**config.mk**
```make
export PLATFORM = sky130hd
export DESIGN_NAME = joystick_deadzone_circular_map
export DESIGN_NICKNAME = d
export VERILOG_FILES = /design/src/hdl/jdcm_pkg.sv /design/src/hdl/joystick_deadzone_circular_map.sv
export SDC_FILE = /design/constraint.sdc
export NUM_CORES = 2
export LEC_CHECK = 0
export BUFFER_PORTS_ARGS = -buffer_cell sky130_fd_sc_hd__buf_4
export CORE_MARGIN = 2
export CORE_UTILIZATION = 50
export CTS_CLUSTER_SIZE = 14
export DETAILED_ROUTE_END_ITERATION = 12
export PLACE_DENSITY = 0.66
export SLEW_MARGIN = 10
export SYNTH_ARGS = -nofsm -noshare
export SYNTH_HDL_FRONTEND = slang
export SYNTH_SLANG_ARGS = --single-unit
```
**constraint.sdc**
```tcl
create_clock -name clock -period 14.5 [get_ports clock]
set_input_delay 2.9 -clock clock [delete_from_list [all_inputs] [get_ports clock]]
set_output_delay 2.9 -clock clock [all_outputs]
set_load 0.01 [all_outputs]
```
**src/hdl/jdcm_pkg.sv**
```systemverilog
// ----------------------------------------------------------------------------
// Joystick dead zone package
// Widths, fixed-point constants, register indexes and the sequencer state type
// shared by the dead-zone and disc-mapping logic.
// ----------------------------------------------------------------------------
package jdcm_pkg;

   // Field and datapath widths.
   localparam int SAMPLE_W   = 16;
   localparam int KEPT_W     = 17;
   localparam int MAG_IN_W   = 16;
   localparam int RADIUS_W   = 15;
   localparam int STICK_W    = 2;
   localparam int POS_W      = 9;
   localparam int CSR_IDX_W  = 4;
   localparam int FRAC_BITS  = 18;
   localparam int NORM_W     = 19;
   localparam int HALF_W     = 19;
   localparam int ROOT_W     = 19;
   localparam int RAD_W      = 2 * ROOT_W;
   localparam int REM_W      = 21;
   localparam int STEP_W     = 5;

   // The product n * s * scale is reduced by 2^36; the serial multiplier has
   // already dropped ROOT_W of those bits.
   localparam int MULT_SHIFT = 2 * FRAC_BITS - ROOT_W;

   // Full-scale axis value and snap targets.
   localparam logic [MAG_IN_W-1:0] AXIS_FULL = 16'd32767;
   localparam logic [KEPT_W-1:0]   SNAP_POS  = 17'h08000;
   localparam logic [KEPT_W-1:0]   SNAP_NEG  = 17'h18000;
   localparam logic [HALF_W-1:0]   FIXED_ONE = 19'h40000;

   // Register reset values.
   localparam logic [RADIUS_W-1:0] MOVING_RADIUS_RST = 15'd5000;
   localparam logic [RADIUS_W-1:0] STATIC_RADIUS_RST = 15'd10000;

   // Register indexes.
   localparam logic [CSR_IDX_W-1:0] REG_MOVING_RADIUS = 4'd0;
   localparam logic [CSR_IDX_W-1:0] REG_STATIC_RADIUS = 4'd1;

   // Last step of each bit-serial loop.
   localparam logic [STEP_W-1:0] LAST_STEP = 5'd18;

   // Sequencer states.
   typedef enum logic [8:0] {
      ST_IDLE   = 9'b000000001,
      ST_READ   = 9'b000000010,
      ST_FILTER = 9'b000000100,
      ST_NORM   = 9'b000001000,
      ST_SQUARE = 9'b000010000,
      ST_RADIC  = 9'b000100000,
      ST_ROOT   = 9'b001000000,
      ST_MULT   = 9'b010000000,
      ST_DONE   = 9'b100000000
   } state_type;

endpackage

```
**src/hdl/joystick_deadzone_circular_map.sv**
```systemverilog
// ----------------------------------------------------------------------------
// Joystick dead zone with circular mapping
// Filters one axis sample per word through static and moving dead zones,
// keeps the result per stick and axis, and maps both kept axes of the stick
// from the square onto the disc with bit-serial square, root and multiply.
// ----------------------------------------------------------------------------
//
//  Channel | Direction | Handshake           | Payload
//  --------+-----------+---------------------+-----------------------------------
//  req     | in        | req_valid/req_ready | stick_index, axis_select, sample
//  rsp     | out       | rsp_valid/rsp_ready | stick_id, pos_horizontal, pos_vertical
//  csr     | in        | csr_wr_en           | csr_index, csr_wr_data
//
//  The block accepts a new word only in its idle state, so it finishes one
//  word before it takes the next. Each word runs through three bit-serial
//  loops of 19 steps each (square of the other axis, square root, final
//  scaling multiply).
//  Reset loads the radius registers and marks every kept value as zero at
//  once through per-entry valid bits; no clearing sweep is needed.
//  A finished result waits in the output register while the next word is
//  taken; a new result waits in the last step until the register is free.
// ----------------------------------------------------------------------------
module joystick_deadzone_circular_map
   import jdcm_pkg::*;
#(
   parameter int NUM_STICKS = 4,
   parameter int OUT_SCALE  = 255
) (
   input  logic                       clock,
   input  logic                       reset,
   // Input words
   input  logic                       req_valid,
   output logic                       req_ready,
   input  logic [STICK_W-1:0]         req_stick_index,
   input  logic                       req_axis_select,
   input  logic signed [SAMPLE_W-1:0] req_sample,
   // Result words
   output logic                       rsp_valid,
   input  logic                       rsp_ready,
   output logic [STICK_W-1:0]         rsp_stick_id,
   output logic signed [POS_W-1:0]    rsp_pos_horizontal,
   output logic signed [POS_W-1:0]    rsp_pos_vertical,
   // Register writes
   input  logic                       csr_wr_en,
   input  logic [CSR_IDX_W-1:0]       csr_index,
   input  logic [RADIUS_W-1:0]        csr_wr_data
);

   localparam int DEPTH = 2 * NUM_STICKS;
   localparam int IDX_W = (DEPTH > 1) ? $clog2(DEPTH) : 1;
   localparam int OS_W  = $clog2(OUT_SCALE + 1);
   localparam int PA_W  = NORM_W + OS_W;
   localparam int MAG_W = PA_W - MULT_SHIFT;

   // Reduce a stick number into the configured stick count.
   function automatic logic [STICK_W-1:0] reduce_stick(input logic [STICK_W-1:0] raw);
      logic [STICK_W-1:0] v;
      v = raw;
      for (int i = 0; i < (1 << STICK_W) - 1; i++) begin
         if (int'(v) >= NUM_STICKS) begin
            v = v - STICK_W'(NUM_STICKS);
         end
      end
      return v;
   endfunction

   // Control registers.
   state_type             state_ff, state_in;
   logic [STEP_W-1:0]     step_ff, step_in;
   logic                  rsp_valid_ff, rsp_valid_in;
   logic [RADIUS_W-1:0]   moving_radius_ff, moving_radius_in;
   logic [RADIUS_W-1:0]   static_radius_ff, static_radius_in;

   // Captured input word.
   logic [STICK_W-1:0]         stick_ff, stick_in;
   logic                       axis_ff, axis_in;
   logic signed [SAMPLE_W-1:0] sample_ff, sample_in;

   // Per-axis lanes: index 0 horizontal, 1 vertical.
   logic signed [KEPT_W-1:0] kept_ff [2];
   logic signed [KEPT_W-1:0] kept_in [2];
   logic [NORM_W-1:0]        norm_ff [2];
   logic [NORM_W-1:0]        norm_in [2];
   logic [RAD_W-1:0]         shift_ff [2];
   logic [RAD_W-1:0]         shift_in [2];
   logic [HALF_W-1:0]        half_ff [2];
   logic [HALF_W-1:0]        half_in [2];
   logic [REM_W-1:0]         rem_ff [2];
   logic [REM_W-1:0]         rem_in [2];
   logic [ROOT_W-1:0]        root_ff [2];
   logic [ROOT_W-1:0]        root_in [2];
   logic [PA_W-1:0]          scale_ff [2];
   logic [PA_W-1:0]          scale_in [2];
   logic [PA_W-1:0]          prod_ff [2];
   logic [PA_W-1:0]          prod_in [2];

   // Output register.
   logic [STICK_W-1:0]      rsp_stick_ff, rsp_stick_in;
   logic signed [POS_W-1:0] rsp_pos_h_ff, rsp_pos_h_in;
   logic signed [POS_W-1:0] rsp_pos_v_ff, rsp_pos_v_in;

   // Kept-value memory with per-entry valid bits.
   logic signed [KEPT_W-1:0] kept_mem_ff [DEPTH];
   logic [DEPTH-1:0]         kept_ok_ff;
   logic signed [KEPT_W-1:0] rd_ff [2];
   logic                     rd_ok_ff [2];
   logic [IDX_W-1:0]         rd_idx [2];
   logic [IDX_W-1:0]         wr_idx;
   logic                     mem_wr_en;

   // Lane arithmetic.
   logic signed [KEPT_W-1:0] rd_val [2];
   logic signed [KEPT_W-1:0] kept_cur;
   logic signed [KEPT_W-1:0] samp_x;
   logic [KEPT_W-1:0]        samp_mag;
   logic signed [KEPT_W:0]   diff_s;
   logic [KEPT_W:0]          diff_mag;
   logic [MAG_IN_W-1:0]      full_lim;
   logic signed [KEPT_W-1:0] filt_pos;
   logic [MAG_IN_W-1:0]      axis_mag [2];
   logic [NORM_W-1:0]        norm_t [2];
   logic [3:0]               norm_k0 [2];
   logic [MAG_IN_W-1:0]      norm_rem [2];
   logic [3:0]               norm_k [2];
   logic [NORM_W-1:0]        norm_val [2];
   logic [HALF_W:0]          sq_sum [2];
   logic [HALF_W-1:0]        rad_r [2];
   logic [REM_W+1:0]         rem_sh [2];
   logic [REM_W+1:0]         trial [2];
   logic                     root_take [2];
   logic [PA_W:0]            prod_sum [2];
   logic [MAG_W-1:0]         mag_raw [2];
   logic [MAG_W-1:0]         mag_lim [2];
   logic [POS_W-1:0]         pos_out [2];

   assign req_ready          = (state_ff == ST_IDLE);
   assign rsp_valid          = rsp_valid_ff;
   assign rsp_stick_id       = rsp_stick_ff;
   assign rsp_pos_horizontal = rsp_pos_h_ff;
   assign rsp_pos_vertical   = rsp_pos_v_ff;

   // Dead-zone filter on the captured sample against the kept value.
   always_comb begin
      for (int l = 0; l < 2; l++) begin
         rd_idx[l] = IDX_W'({stick_ff, 1'(l)});
         rd_val[l] = rd_ok_ff[l] ? rd_ff[l] : '0;
      end
      wr_idx   = IDX_W'({stick_ff, axis_ff});
      kept_cur = axis_ff ? rd_val[1] : rd_val[0];
      samp_x   = KEPT_W'(sample_ff);
      samp_mag = samp_x[KEPT_W-1] ? KEPT_W'(-samp_x) : KEPT_W'(samp_x);
      diff_s   = (KEPT_W + 1)'(samp_x) - (KEPT_W + 1)'(kept_cur);
      diff_mag = diff_s[KEPT_W] ? (KEPT_W + 1)'(-diff_s) : (KEPT_W + 1)'(diff_s);
      full_lim = AXIS_FULL - MAG_IN_W'(static_radius_ff);
      if (samp_mag > KEPT_W'(full_lim)) begin
         filt_pos = samp_x[KEPT_W-1] ? SNAP_NEG : SNAP_POS;
      end else if (samp_mag < KEPT_W'(static_radius_ff)) begin
         filt_pos = '0;
      end else if (diff_mag > (KEPT_W + 1)'(moving_radius_ff)) begin
         filt_pos = samp_x;
      end else begin
         filt_pos = kept_cur;
      end
   end

   // Per-lane normalization, serial square, root and multiply steps.
   always_comb begin
      for (int l = 0; l < 2; l++) begin
         // n = 8m + floor(8m / 32767), exact for m up to 32768.
         axis_mag[l] = kept_ff[l][KEPT_W-1] ? MAG_IN_W'(-kept_ff[l]) : MAG_IN_W'(kept_ff[l]);
         norm_t[l]   = {axis_mag[l], 3'b000};
         norm_k0[l]  = norm_t[l][NORM_W-1:15];
         norm_rem[l] = MAG_IN_W'(norm_t[l][14:0]) + MAG_IN_W'(norm_k0[l]);
         norm_k[l]   = norm_k0[l] + 4'(norm_rem[l] >= AXIS_FULL);
         norm_val[l] = norm_t[l] + NORM_W'(norm_k[l]);

         // Square of the other axis, LSB first, halved by the extra shift.
         sq_sum[l] = {1'b0, half_ff[l]}
                   + (shift_ff[l][0] ? {1'b0, norm_ff[1 - l]} : '0);

         // Radicand base: one minus half the square, floored at zero.
         rad_r[l] = (half_ff[l] >= FIXED_ONE) ? '0 : FIXED_ONE - half_ff[l];

         // Restoring square root, one result bit per step.
         rem_sh[l]    = {rem_ff[l], shift_ff[l][RAD_W-1 -: 2]};
         trial[l]     = {2'b00, root_ff[l], 2'b01};
         root_take[l] = (rem_sh[l] >= trial[l]);

         // Scaling multiply, root bits LSB first.
         prod_sum[l] = {1'b0, prod_ff[l]} + (root_ff[l][0] ? {1'b0, scale_ff[l]} : '0);

         // Final magnitude, clamp and sign.
         mag_raw[l] = prod_ff[l][PA_W-1:MULT_SHIFT];
         mag_lim[l] = (mag_raw[l] > MAG_W'(OUT_SCALE)) ? MAG_W'(OUT_SCALE) : mag_raw[l];
         pos_out[l] = kept_ff[l][KEPT_W-1] ? POS_W'(0) - POS_W'(mag_lim[l])
                                           : POS_W'(mag_lim[l]);
      end
   end

   // Sequencer and next-state values.
   always_comb begin
      state_in         = state_ff;
      step_in          = step_ff;
      rsp_valid_in     = rsp_ready ? 1'b0 : rsp_valid_ff;
      moving_radius_in = moving_radius_ff;
      static_radius_in = static_radius_ff;
      stick_in         = stick_ff;
      axis_in          = axis_ff;
      sample_in        = sample_ff;
      rsp_stick_in     = rsp_stick_ff;
      rsp_pos_h_in     = rsp_pos_h_ff;
      rsp_pos_v_in     = rsp_pos_v_ff;
      mem_wr_en        = 1'b0;
      for (int l = 0; l < 2; l++) begin
         kept_in[l]  = kept_ff[l];
         norm_in[l]  = norm_ff[l];
         shift_in[l] = shift_ff[l];
         half_in[l]  = half_ff[l];
         rem_in[l]   = rem_ff[l];
         root_in[l]  = root_ff[l];
         scale_in[l] = scale_ff[l];
         prod_in[l]  = prod_ff[l];
      end

      // Register writes.
      if (csr_wr_en) begin
         case (csr_index)
            REG_MOVING_RADIUS: moving_radius_in = csr_wr_data;
            REG_STATIC_RADIUS: static_radius_in = csr_wr_data;
            default: ;
         endcase
      end

      case (state_ff)
         ST_IDLE: begin
            if (req_valid) begin
               stick_in  = reduce_stick(req_stick_index);
               axis_in   = req_axis_select;
               sample_in = req_sample;
               state_in  = ST_READ;
            end
         end
         ST_READ: begin
            state_in = ST_FILTER;
         end
         ST_FILTER: begin
            kept_in[0] = axis_ff ? rd_val[0] : filt_pos;
            kept_in[1] = axis_ff ? filt_pos : rd_val[1];
            mem_wr_en  = 1'b1;
            state_in   = ST_NORM;
         end
         ST_NORM: begin
            for (int l = 0; l < 2; l++) begin
               norm_in[l]  = norm_val[l];
               shift_in[l] = RAD_W'(norm_val[1 - l]);
               half_in[l]  = '0;
            end
            step_in  = '0;
            state_in = ST_SQUARE;
         end
         ST_SQUARE: begin
            for (int l = 0; l < 2; l++) begin
               half_in[l]  = sq_sum[l][HALF_W:1];
               shift_in[l] = shift_ff[l] >> 1;
            end
            step_in = step_ff + 1'b1;
            if (step_ff == LAST_STEP) begin
               state_in = ST_RADIC;
            end
         end
         ST_RADIC: begin
            for (int l = 0; l < 2; l++) begin
               shift_in[l] = {1'b0, rad_r[l], FRAC_BITS'(0)};
               rem_in[l]   = '0;
               root_in[l]  = '0;
               scale_in[l] = PA_W'(norm_ff[l]) * PA_W'(OUT_SCALE);
               prod_in[l]  = '0;
            end
            step_in  = '0;
            state_in = ST_ROOT;
         end
         ST_ROOT: begin
            for (int l = 0; l < 2; l++) begin
               rem_in[l]   = root_take[l] ? REM_W'(rem_sh[l] - trial[l]) : REM_W'(rem_sh[l]);
               root_in[l]  = {root_ff[l][ROOT_W-2:0], root_take[l]};
               shift_in[l] = shift_ff[l] << 2;
            end
            step_in = step_ff + 1'b1;
            if (step_ff == LAST_STEP) begin
               step_in  = '0;
               state_in = ST_MULT;
            end
         end
         ST_MULT: begin
            for (int l = 0; l < 2; l++) begin
               prod_in[l] = prod_sum[l][PA_W:1];
               root_in[l] = root_ff[l] >> 1;
            end
            step_in = step_ff + 1'b1;
            if (step_ff == LAST_STEP) begin
               state_in = ST_DONE;
            end
         end
         ST_DONE: begin
            if (!rsp_valid_ff || rsp_ready) begin
               rsp_valid_in = 1'b1;
               rsp_stick_in = stick_ff;
               rsp_pos_h_in = pos_out[0];
               rsp_pos_v_in = pos_out[1];
               state_in     = ST_IDLE;
            end
         end
         default: begin
            state_in = ST_IDLE;
         end
      endcase
   end

   // Control registers.
   always_ff @(posedge clock) begin
      if (reset) begin
         state_ff         <= ST_IDLE;
         step_ff          <= '0;
         rsp_valid_ff     <= 1'b0;
         moving_radius_ff <= MOVING_RADIUS_RST;
         static_radius_ff <= STATIC_RADIUS_RST;
      end else begin
         state_ff         <= state_in;
         step_ff          <= step_in;
         rsp_valid_ff     <= rsp_valid_in;
         moving_radius_ff <= moving_radius_in;
         static_radius_ff <= static_radius_in;
      end
   end

   // Datapath registers.
   always_ff @(posedge clock) begin
      stick_ff     <= stick_in;
      axis_ff      <= axis_in;
      sample_ff    <= sample_in;
      rsp_stick_ff <= rsp_stick_in;
      rsp_pos_h_ff <= rsp_pos_h_in;
      rsp_pos_v_ff <= rsp_pos_v_in;
      for (int l = 0; l < 2; l++) begin
         kept_ff[l]  <= kept_in[l];
         norm_ff[l]  <= norm_in[l];
         shift_ff[l] <= shift_in[l];
         half_ff[l]  <= half_in[l];
         rem_ff[l]   <= rem_in[l];
         root_ff[l]  <= root_in[l];
         scale_ff[l] <= scale_in[l];
         prod_ff[l]  <= prod_in[l];
      end
   end

   // Kept-value memory: one write port, two registered read ports.
   always_ff @(posedge clock) begin
      if (mem_wr_en) begin
         kept_mem_ff[wr_idx] <= filt_pos;
      end
      for (int l = 0; l < 2; l++) begin
         rd_ff[l] <= kept_mem_ff[rd_idx[l]];
      end
   end

   // Valid bits: an entry never written reads as zero.
   always_ff @(posedge clock) begin
      if (reset) begin
         kept_ok_ff <= '0;
         for (int l = 0; l < 2; l++) begin
            rd_ok_ff[l] <= 1'b0;
         end
      end else begin
         if (mem_wr_en) begin
            kept_ok_ff[wr_idx] <= 1'b1;
         end
         for (int l = 0; l < 2; l++) begin
            rd_ok_ff[l] <= kept_ok_ff[rd_idx[l]];
         end
      end
   end

endmodule

```
**After elaboration in Yosys (flattened, before gate mapping)**

Memories as Yosys holds them, arrays and structs flattened. A register that Yosys moved wholly into a read port is not among the register bits.
Cells that the tools add are included.

- Register bits after elaboration: 92
- Memory bits (writable): 546
- Bits of input ports: 43
- Logic and storage cells: 154
- Memories kept: 11

Memory list:

| name | words | width | read ports | clocked after memory_dff | wr ports | RTL line | RTL |
|---|---|---|---|---|---|---|---|
| kept_mem_ff | 8 | 17 | 2 | 2 | 1 | joystick_deadzone_circular_map.sv:103 | `logic signed [KEPT_W-1:0] kept_mem_ff [DEPTH];` |
| shift_ff | 2 | 38 | 2 | 0 | 2 | joystick_deadzone_circular_map.sv:84 | `logic [RAD_W-1:0] shift_ff [2];` |
| prod_ff | 2 | 27 | 2 | 0 | 2 | joystick_deadzone_circular_map.sv:94 | `logic [PA_W-1:0] prod_ff [2];` |
| scale_ff | 2 | 27 | 2 | 0 | 2 | joystick_deadzone_circular_map.sv:92 | `logic [PA_W-1:0] scale_ff [2];` |
| rem_ff | 2 | 21 | 2 | 0 | 2 | joystick_deadzone_circular_map.sv:88 | `logic [REM_W-1:0] rem_ff [2];` |
| half_ff | 2 | 19 | 2 | 0 | 2 | joystick_deadzone_circular_map.sv:86 | `logic [HALF_W-1:0] half_ff [2];` |
| +5 memories | -- | -- | -- | -- | -- | -- |  |

- Add/subtract/negate cells: 23
- Multipliers: 2
- Order comparisons: 15
- Eq/ne operators: 16
- Muxes and demuxes: 60
- Bitwise logic cells: 3
- Reductions and logical operators: 12

Operator list:

| operator | count |
|---|---|
| 76-bit case mux with 4 select lines | 1 |
| 17-bit two-way mux | 10 |
| 38-bit case mux with 3 select lines | 1 |
| 54-bit case mux with 2 select lines | 1 |
| 42-bit case mux with 2 select lines | 1 |
| 9-bit two-way mux | 9 |
| 9-bit case mux with 9 select lines | 1 |
| 19-bit two-way mux | 4 |
| 38-bit case mux with 2 select lines | 1 |
| 27-bit by 27-bit adder with 28-bit output | 2 |
| 19-bit by 8-bit multiplier with 27-bit output (second input constant) | 2 |
| 27-bit two-way mux | 2 |
| 54-bit two-way mux | 1 |
| 23-bit by 21-bit greater-or-equal comparator with 1-bit output | 2 |
| 21-bit two-way mux | 2 |
| 21-bit subtractor | 2 |
| 19-bit by 19-bit adder with 20-bit output | 2 |
| 19-bit by 4-bit adder with 19-bit output | 2 |
| 19-bit greater-or-equal comparator (second input constant) | 2 |
| 38-bit two-way mux | 1 |
| 19-bit subtractor (first input constant) | 2 |
| 34-bit two-way mux | 1 |
| 15-bit by 4-bit adder with 16-bit output | 2 |
| 16-bit by 15-bit greater-or-equal comparator with 1-bit output (second input constant) | 2 |
| other kinds (44) | 75 |

**Longest topological paths before layout**

An unclocked memory read counts as a cell.

- Word-level depth: 12
- Gate-level depth with buffers: 29
- Gate-level depth less buffers: 28

**Worst setup path before layout**

OpenSTA, ideal clock, no wires.

- Path type: flip-flop to flip-flop
- Start point: reg axis_ff
- End point: mem kept_mem_ff[0][7] (data pin)
- Library setup time: 277 ps
- Arrival: 6,127 ps
- Data required time: 14,223 ps
- Slack: 8,096 ps
- Cell stages (with the launch flop): 28
- Clock period less this slack: 6,404 ps
- Cells stage by stage: edfxtp_1 clkbuf_1 inv_1 buf_1 clkbuf_1 a31oi_1 ha_1 and4_1 a31o_1 or3_1 a31oi_1 o22ai_1 o31a_1 clkbuf_1 nor2_1 xor2_1 ha_1 a21o_1 a21oi_1 nor2b_1 a2111oi_0 o221ai_1 o221ai_1 nand3_1 o22ai_4 buf_2 nor2_1 a211oi_1

- Cells in the longest elaborated chain, start to end: 8

Ends and longest elaborated chain:

| element | RTL line | RTL |
|---|---|---|
| start, declared | joystick_deadzone_circular_map.sv:76 | `logic axis_ff, axis_in;` |
| start signal, assigned | joystick_deadzone_circular_map.sv:339 | `axis_ff <= axis_in;` |
| 17-bit two-way mux * | joystick_deadzone_circular_map.sv:149 | `kept_cur = axis_ff ? rd_val[1] : rd_val[0];` |
| 16-bit by 17-bit subtractor with 18-bit output | joystick_deadzone_circular_map.sv:152 | `diff_s = (KEPT_W + 1)'(samp_x) - (KEPT_W + 1)'(kept_cur);` |
| 18-bit negation | joystick_deadzone_circular_map.sv:153 | `diff_mag = diff_s[KEPT_W] ? (KEPT_W + 1)'(-diff_s) : (KEPT_W + 1)'(diff_s);` |
| 18-bit two-way mux | joystick_deadzone_circular_map.sv:153 |  |
| 18-bit by 15-bit > comparator with 1-bit output | joystick_deadzone_circular_map.sv:159 | `end else if (diff_mag > (KEPT_W + 1)'(moving_radius_ff)) begin` |
| 17-bit two-way mux * | joystick_deadzone_circular_map.sv:159 |  |
| 17-bit two-way mux * | joystick_deadzone_circular_map.sv:157 | `end else if (samp_mag < KEPT_W'(static_radius_ff)) begin` |
| 17-bit two-way mux * | joystick_deadzone_circular_map.sv:155 | `if (samp_mag > KEPT_W'(full_lim)) begin` |
| named net filt_pos[7] | joystick_deadzone_circular_map.sv:119 | `logic signed [KEPT_W-1:0] filt_pos;` |
| end, declared | joystick_deadzone_circular_map.sv:103 |  |

Mark *: on every way through the listed nets, which the timed path passes. The rest lies on a longest branch.

**Final worst setup path**

- Start point: reg axis_ff
- End point: mem kept_mem_ff[2][13] (data pin)

Same word-level chain as after synthesis.

==> flow_summary.toml <==
[finish]
final_cell_mix = "549 x edfxtp_1, 354 x inv_1, 308 x ha_1, 307 x nor2_1, 290 x nand2_1"
antenna_cells = 0
fin_area_mm2 = 0.0457
drive_gt1_frac = 0.0781
area_growth_pct = 9.51
multi_input_area_mm2 = 0.0217
instances_no_fill = 5039
finish.net_count = 4435
final_common_cell = "edfxtp_1"
fillCellCount = 7042
regArea_mm2 = 0.0183

[synth]
async_reset_ff_frac = 0
syn_inst = 3859
ys_types = 78
avgSynthCellArea_um2 = 10.8
netlist_area_mm2 = 0.0418
synth_ff_type = "edfxtp_1"
ys_ff_latch = 640
yosys_warnings = 0
synth_nets = 4385
synth_edf_count = 549
seq_area_frac_synth = 0.438

[pwr]
irDropWorstVdd_mv = 0.103
clkPwrFrac = 0.406
total_power_uw = 4450
power_leakage_uw = 0.0181
internal-power_uw = 3310
p_per_area_mw_per_mm2 = 97.3
p_sw_frac = 0.256
p_seq_frac = 0.477
p_switching_uw = 1140
comb_power_share = 0.118

[critical_path]
startpoint_type = "flip-flop"
cp_max_fo = 35
critical_path_class = "reg -> reg"
worst_ep_arrival_time_ns = 8.49
cp-end-kind = "flip-flop"
required_ns = 14.78

[routing]
wl_per_cell_um = 18.4
first_pass_iters = 6
dr_wl_met2_mm = 42.6
wl_met3_mm = 4.48
drt-met1-wl_mm = 43.5
finalWirelength_mm = 92.5
drt-vias-per-instance = 5.68
vias = 28600
drtIter0Drc = 2185
maxUsedRoutingLayer = "met4"
ant_nets = 0
post-route-drc-count = 0

[clock_network]
clk_latency_ns = 0.64
cts_sinks = 640
cts_resized = 0
cts-hold-fix-buffers = 0
tritoncts = "built"
clk_pin_slew_worst_paths_ns = 0.06
numCtsBuffers = 73
ctsLongestPathBuffers = 3
htreeDepth = 3
cts_root_buf = "clkbuf_16"
post_cts_buffers = 0

[sta]
rsz0062_at_grt = "false"
fmax_mhz = 122
tns_ns = 0
period_share = 0.567
fin_crit_ns = 8.22
relSlewSlack = 0.287
final_max_slew_viol_count = 0
tightest_slew_ns = 1.07
setup_violations = 0
finalClockSkew_ns = 0.0447
finalHoldViolCount = 0
fin_ws_ns = 6.28

[place]
finalWeightedCongestion = 0.860
placement.cell_area_mm2 = 0.0434
place_inst = 4904
place_ws_ns = 6.41
hpwl_mm = 66.9
io_buffers = 64

[grt]
antenna_found_initial = 2
grt_pass1_wl_mm = 149
grt_max_degree = 79
grt_usage = 0.217
gr-total-overflow = 0
first_global_vias = 27700

[run]
cap_violations = 0

[run_status]
outcome = "finished clean"

[floorplan]
rows = 105
die_height_um = 293
boundaryPins = 65
die_area_mm2 = 0.0858
core_area_mm2 = 0.0824
initial_core_util = 0.507
die_x_um = 293

[worst_hold_path]
hold_path_class = "reg -> reg"
## per-layer routing
metal  GRT usage  up-vias
met5           0        -
met2       0.346      661
met4      0.0555        0
met1       0.313    13900
li1            -    14000
met3      0.0289      116
## path summary, 6_finish.rpt
kind	start	slack, ns	end	depth (start not counted)
worst min-delay path	moving_radius_ff[14]	0.45	moving_radius_ff[14]	2
worst max-delay path	axis_ff	6.28	kept_mem_ff[2][13]	24
worst max register to register	axis_ff	6.28	kept_mem_ff[2][13]	24
worst min register to register	moving_radius_ff[14]	0.45	moving_radius_ff[14]	2
## cells by family after synthesis
| family | Yosys count | synth area share |
|---|---|---|
| mux | 65 | 0.0264 |
| flops | 640 | 0.438 |
| fa+ha+maj | 483 | 0.176 |
| buf+inv | 479 | 0.0437 |
| xor+xnor | 264 | 0.0554 |
| simple gates | 1134 | 0.133 |
| compound gates | 794 | 0.127 |
## area by class of cell
cell class | count | area share
Inverter | 356 | 0.0292
Tap cell | 1070 | 0.0293
Clock buffer | 92 | 0.0433
Sequential cell | 640 | 0.400
Multi-Input combinational cell | 2740 | 0.474
Clock inverter | 43 | 0.00750
Timing Repair Buffer | 98 | 0.0161
## critical path, stage by stage (launching register included)
cell,delay [ns]
edfxtp_1,0.95
inv_1,0.65
a31oi_1,0.62
ha_1,0.33
nor2b_1,0.14
o31a_1,0.29
a31o_1,0.27
or3_1,0.42
a31oi_1,0.27
o22ai_1,0.17
o31a_1,0.39
nor2_1,0.17
xor2_1,0.16
ha_1,0.26
a21o_1,0.16
a21oi_1,0.14
nor2b_1,0.06
a2111oi_0,0.42
o221ai_1,0.19
o221ai_1,0.16
nand3_1,0.18
o22ai_4,0.19
buf_4,0.42
nor2_1,0.08
a211oi_1,0.75
## cells in the mapped netlist (44+ instances only)
| cell | count | area share |
|---|---|---|
| inv_1 | 356 | 0.032 |
| nand3_1 | 56 | 0.0067 |
| nor2_1 | 310 | 0.028 |
| xnor2_1 | 144 | 0.030 |
| edfxtp_1 | 549 | 0.39 |
| a21oi_1 | 178 | 0.021 |
| fa_1 | 175 | 0.084 |
| ha_1 | 308 | 0.092 |
| and2_1 | 98 | 0.015 |
| nor2b_1 | 44 | 0.0066 |
| nand2_1 | 293 | 0.026 |
| a21o_1 | 72 | 0.013 |
| o21ai_0 | 151 | 0.018 |
| o22ai_1 | 45 | 0.0067 |
| dfxtp_1 | 91 | 0.044 |
| xor2_1 | 120 | 0.025 |
| clkbuf_1 | 103 | 0.0093 |
| nor3_1 | 100 | 0.012 |
| a22oi_1 | 68 | 0.012 |
## per-stage QoR
stage | hold slack [ns] | utilization
floorplan | 0.424 | -
global placement | 0.445 | 0.527
detailed placement | 0.448 | 0.527
CTS | 0.457 | 0.555
global route | 0.475 | 0.555
finish | 0.454 | 0.555
## power groups by stage
stage	clock [µW]	sequential, µW	combinational, µW
floorplan	0	2130	400
global placement	0	2160	510
detailed placement	0	2160	519
CTS	1850	2120	523
global route	1910	2120	585
finish	1800	2120	523
## registers in the layout, indices dropped and copies added, names as in the netlist, 15 cells and up, named ones only
| signal | cells |
|---|---|
| kept_mem_ff | 136 |
| shift_ff | 76 |
| prod_ff | 54 |
| scale_ff | 54 |
| rem_ff | 42 |
| half_ff | 38 |
| norm_ff | 38 |
| root_ff | 38 |
| kept_ff | 34 |
| rd_ff | 34 |
| sample_ff | 16 |
| moving_radius_ff | 15 |
| static_radius_ff | 15 |
Note: power is estimated with default switching activity, not from simulation.
